===== src/rtl/sawc_pkg.sv =====
// Package for the set-associative write-back cache: geometry, codes, types.
// No dependencies.
package sawc_pkg;
  localparam int LOG2_LINES = 5;
  localparam int LOG2_WAYS  = 1;
  localparam int LINE_WORDS = 4;
  localparam int ADDR_BITS  = 16;
  localparam int NUM_LINES  = 1 << LOG2_LINES;
  localparam int NUM_WAYS   = 1 << LOG2_WAYS;
  localparam int SET_BITS   = LOG2_LINES - LOG2_WAYS;
  localparam int OFF_BITS   = $clog2(LINE_WORDS);
  localparam int TAG_BITS   = ADDR_BITS - OFF_BITS - SET_BITS;
  localparam int WORD_BITS  = LOG2_LINES + OFF_BITS;
  localparam int WAY_BITS   = (LOG2_WAYS > 0) ? LOG2_WAYS : 1;

  typedef enum logic [1:0] {
    CMD_READ = 2'd0, CMD_WRITE = 2'd1, CMD_FILL = 2'd2, CMD_NONE = 2'd3
  } cmd_e;

  typedef enum logic [2:0] {
    KIND_READ = 3'd0, KIND_WDONE = 3'd1, KIND_WB = 3'd2, KIND_FREQ = 3'd3,
    KIND_RETRY = 3'd4
  } kind_e;

  typedef enum logic [2:0] {
    ST_IDLE, ST_LOOK, ST_WB, ST_FREQ, ST_FRD, ST_ACC, ST_OUT
  } state_e;

  typedef struct packed {
    logic       take_in;
    logic       look;
    logic       wb_step;
    logic       fill_wr;
    logic       do_acc;
    logic       freq;
    logic       retry;
    logic       load_out;
  } dp_cmd_t;

  typedef struct packed {
    logic       cmd_fill;
    logic       cmd_acc;
    logic       pend;
    logic       hit;
    logic       victim_dirty;
    logic       wb_last;
    logic       fill_last;
  } dp_sts_t;
endpackage


===== src/rtl/sawc_ctrl.sv =====
// Controller state machine of the cache: sequences lookup, writeback,
// fill and result delivery. Depends on sawc_pkg.
module sawc_ctrl import sawc_pkg::*; (
  input  logic    clk_i,
  input  logic    rst_ni,
  input  logic    in_valid_i,
  output logic    in_ready_o,
  input  logic    out_ready_i,
  output logic    out_valid_o,
  input  dp_sts_t sts_i,
  output dp_cmd_t cmd_o
);
  state_e state_q, state_d;
  state_e ret_q, ret_d;

  always_ff @(posedge clk_i or negedge rst_ni) begin
    if (!rst_ni) begin
      state_q <= ST_IDLE;
      ret_q   <= ST_IDLE;
    end else begin
      state_q <= state_d;
      ret_q   <= ret_d;
    end
  end

  always_comb begin
    state_d     = state_q;
    ret_d       = ret_q;
    cmd_o       = '0;
    in_ready_o  = 1'b0;
    out_valid_o = 1'b0;
    case (state_q)
      ST_IDLE: begin
        in_ready_o = 1'b1;
        if (in_valid_i) begin
          cmd_o.take_in = 1'b1;
          state_d = ST_LOOK;
        end
      end
      ST_LOOK: begin
        state_d = ST_IDLE;
        if (sts_i.cmd_fill) begin
          if (sts_i.pend) begin
            cmd_o.fill_wr = 1'b1;
            if (sts_i.fill_last) state_d = ST_FRD;
          end
        end else if (sts_i.cmd_acc) begin
          if (sts_i.pend) begin
            cmd_o.retry = 1'b1;
            cmd_o.load_out = 1'b1;
            state_d = ST_OUT;
            ret_d = ST_IDLE;
          end else if (sts_i.hit) begin
            state_d = ST_ACC;
          end else begin
            cmd_o.look = 1'b1;
            state_d = sts_i.victim_dirty ? ST_WB : ST_FREQ;
          end
        end
      end
      ST_WB: begin
        cmd_o.wb_step = 1'b1;
        cmd_o.load_out = 1'b1;
        state_d = ST_OUT;
        ret_d = sts_i.wb_last ? ST_FREQ : ST_WB;
      end
      ST_FREQ: begin
        cmd_o.freq = 1'b1;
        cmd_o.load_out = 1'b1;
        state_d = ST_OUT;
        ret_d = ST_IDLE;
      end
      // filled line is now a hit; word read happens here
      ST_FRD: begin
        state_d = ST_ACC;
      end
      ST_ACC: begin
        cmd_o.do_acc = 1'b1;
        cmd_o.load_out = 1'b1;
        state_d = ST_OUT;
        ret_d = ST_IDLE;
      end
      ST_OUT: begin
        out_valid_o = 1'b1;
        if (out_ready_i) state_d = ret_q;
      end
      default: state_d = ST_IDLE;
    endcase
  end
endmodule


===== config.mk =====
export PLATFORM = sky130hd
export DESIGN_NAME = sawc_ctrl
export DESIGN_NICKNAME = d
export VERILOG_FILES = /design/src/rtl/sawc_pkg.sv /design/src/rtl/sawc_ctrl.sv
export SDC_FILE = /design/constraint.sdc
export NUM_CORES = 1
export LEC_CHECK = 0
export BUFFER_PORTS_ARGS = -buffer_cell sky130_fd_sc_hd__buf_2
export CORE_AREA = 5 5 42 44
export DETAILED_ROUTE_END_ITERATION = 6
export DIE_AREA = 0 0 47 49
export SLEW_MARGIN = 20
export SYNTH_ARGS = -nofsm -noshare
export SYNTH_HDL_FRONTEND = slang
export SYNTH_SLANG_ARGS = --single-unit

===== constraint.sdc =====
create_clock -name clk_i -period 1.2 [get_ports clk_i]
set_input_delay 0.24 -clock clk_i [delete_from_list [all_inputs] [get_ports clk_i]]
set_output_delay 0.24 -clock clk_i [all_outputs]
set_load 0.005 [all_outputs]

## Word level (Yosys, flattened, before mapping)

Cells that the tools add are included.

- Equality and inequality tests: 11
- Muxes and demuxes: 35
- Reduce and logical (&&, ||, !) cells: 6

Operators with widths:

| kind | number |
|---|---|
| 2-to-1 mux 3 bit | 11 |
| 2-to-1 mux 1 bit | 18 |
| one-hot mux 3 bit (5 select lines) | 1 |
| != test 2 bit, second input constant | 5 |
| == test 3 bit, second input constant | 3 |
| one-hot mux 3 bit (3 select lines) | 1 |
| == test 3 x 2 -> 1 bit, second input constant | 2 |
| 2-to-1 mux 2 bit | 3 |
| AND reduction 4 bit | 1 |
| == test 3 x 1 -> 1 bit, second input constant | 1 |
| logical NOT 3 bit | 1 |
| nonzero test 3 bit | 1 |
| OR reduction 3 bit | 1 |
| one-hot mux 1 bit (2 select lines) | 1 |
| AND reduction 2 bit | 1 |
| OR reduction 2 bit | 1 |

- Register bits: 6
- Bits of input ports: 11
- Output and inout port bits: 10
- Word-level logic and storage cells: 54

## Logic depth before layout (Yosys ltp)

- Depth in word-level cells: 6
- Gate-level depth with buffers: 4
- Depth with buffers taken out: 3

## Least setup slack after synthesis

OpenSTA, ideal clock, no wires.

- Path kind: register to output
- Start point: reg state_q[2]
- End point: out cmd_o[6] in the netlist's numbering
- Data arrival time: 1.098 ns
- Setup slack: -0.138 ns
- Cell stages (with the launch flop): 3
- Path through: dfrtp_1 or3b_4 nor4_1

RTL lines:

| element | line | RTL |
|---|---|---|
| start, declared | sawc_ctrl.sv:13 | `state_e state_q, state_d;` |
| start signal, assigned | sawc_ctrl.sv:21 | `state_q <= state_d;` |
| end, declared | sawc_ctrl.sv:11 | `output dp_cmd_t cmd_o` |

==> impl_metrics.ini <==
[drt]
vias_per_cell = 5.10
wl_per_cell_um = 12.9
num_vias = 515
wl_mm = 1.30
drc = 0
drt-initial-drc-count = 1
dr.pass1.iters = 4
ant_nets = 0

[sta]
setup_viol = 13
rsz0062_at_grt = true
hold_viol = 0
slew_headroom_pct = 77.4
min_period_over_period_pct = 135
fmax_ghz = 0.616
layout_min_cycle_time_ns = 1.62
worstMarginPinSlew_ns = 0.338
drv_slew = 0
layout_setup_ws_ns = -0.423
worst_clock_skew_ns = 0.00590
hold_ws_ns = 0.207

[die]
core_area_sq_mm = 0.00140
chipWidth_um = 47
die_area_sq_mm = 0.00230
io_pins = 21
rows = 14
die_h_um = 49
initial_core_util_pct = 30.1

[setup_path]
cp_slowest_stage_delay_ns = 0.44
end_kind = primary output
start_kind = flip-flop
cp.required_ns = 0.96
cp_max_fo = 4
crit_chain = or3b_4 > buf_6 > nor2_4 > buf_2
cp_num_buf_inv = 2
critPathTopFamily = simple AND/OR/NAND/NOR gates
worstPathArrival_ns = 1.38
crit_type = flip-flop to primary output
crit_slowest_cell = or3b_4

[final_layout]
area_growth_pct = 78.0
layout-drive-gt1-share_pct = 55.3
nFillCells = 138
regArea_sq_um = 125
multi_input_area_sq_um = 348
fin_nets = 97
n_antenna_cell = 0

[global_routing]
grt_max_degree = 14
grt-busiest-layer = met2
met1_usage_pct = 13.4
antenna_found_initial = 0
grt_first_pass_wirelength_mm = 1.86
grt_util_all_layers_pct = 11.1
met2_usage_pct = 17.2
gr-total-overflow = 0
met3_usage_pct = 6.64
grt_pass1_vias = 441

[placement]
gp_congestion = 0.702
hpwl_um = 870
io_buffers = 20
place_ws_ns = -0.179

[pwr]
power_per_cell_area_mw_per_mm2 = 2230
power_leakage_nw = 0.361
vdd_drop_max_mv = 0.970
power.total_mw = 1.67

[yosys]
ys.flop_type = dfrtp_1
syn-cell-area_sq_um = 422
syn_nets = 64
ys_ff_latch = 5
synthDistinctLibCells = 26
synth_warnings = 0
syn_inst = 53
synth-seq-area-share_pct = 29.7
synth_edf_count = 0
async_flop_share_pct = 100
avgSynthCellArea_sq_um = 7.96

[clock_tree]
cts_tree = done
insertion_delay_ns = 0.26
numCtsBuffers = 3
clock-root-buffer = clkbuf_4
clk_pin_slew_ns = 0.05
cts_sinks = 5
cts_max_path_buffers = 2
htreeDepth = 1

[run_status]
status = finished, violations left
violations = setup timing

[flow_run]
drv_cap = 0

[min_path]
hp-class = primary input to flip-flop
==> final timing paths <==
path	end	cells past startpoint	slack, ns	startpoint
max in group asynchronous	state_q[2]	2	0.73	rst_ni
worst max register to register	state_q[0]	5	-0.27	state_q[2]
worst min register to register	ret_q[1]	1	0.52	ret_q[1]
worst min-delay path	ret_q[0]	3	0.21	sts_i[1]
min in group asynchronous	ret_q[0]	2	0.33	rst_ni
worst max-delay path	cmd_o[4]	4	-0.42	state_q[2]
==> flip-flops by register name (all words and copies together), names as in the netlist <==
name	cells
state_q	3
ret_q	2
==> per-layer routing <==
metal / share of wire (%) / up-vias
met4: 3.0 / 0
met2: 51 / 14
met5: 0 / -
met1: 38 / 243
met3: 7.2 / 4
li1: - / 254
==> cell families after synthesis <==
group | share of synthesized area [%]
compound gates | 19.6
mux | 4.75
flops | 29.7
simple gates | 40.7
buf+inv | 5.34
==> power breakdown <==
group          internal (mW)  leakage (nW)  switching, mW  total, mW
sequential             0.254        0.0613         0.0572      0.311
clock                  0.127        0.0150         0.0869      0.214
combinational          0.622         0.285          0.524       1.15
==> layout make-up <==
cell class,instances,area share [%]
Clock buffer,4,3.50
Multi-Input combinational cell,43,46.3
Sequential cell,5,16.7
Inverter,1,0.500
Tap cell,16,2.67
Timing Repair Buffer,32,30.3
==> through the flow <==
stage / area, sq um / utilization, % / cells / setup TNS, ns
global placement: 564 / 40.3 / 89 / -0.717
floorplan: 433 / - / 53 / -0.274
detailed placement: 564 / 40.3 / 89 / -0.779
global route: 751 / 53.6 / 101 / -4.72
finish: 751 / 53.6 / 101 / -3.88
CTS: 646 / 46.1 / 96 / -3.11
==> synthesized netlist by cell type (all sizes together), types with 2 or more instances <==
master	instances	share of area (%)
nor3	2	2.4
nor4	2	4.5
dfrtp	5	30
a211o	2	4.2
nor2	5	4.5
o21ai	4	4.7
mux2i	2	4.7
nand2b	3	4.5
nor2b	4	5.9
nand2	6	5.3
a21oi	2	2.4
clkbuf	3	2.7
==> worst min-delay path, stage by stage <==
cell       delay (ns)
buf_2            0.08
a2bb2oi_1        0.05
o21ai_1          0.06
==> cell usage in the layout, fill, tap and decap left out, types with 3 or more instances in the layout <==
cell and instances:
clkbuf_4 3, nor2b_1 3, buf_4 5, buf_6 4
nand2_1 6, nand2b_1 3, dfrtp_1 5, buf_2 20
==> repair_timing <==
action                                  4_1_cts  5_1_grt
buffers inserted                              2        5
hold endpoints to repair                      5        0
hold buffers                                  1        0
gates resized for setup                       5       20
pin swaps                                     3        9
gates cloned                                  0        0
endpoints found under the setup margin       12       14
No activity file was read; power rests on OpenSTA's default activity.
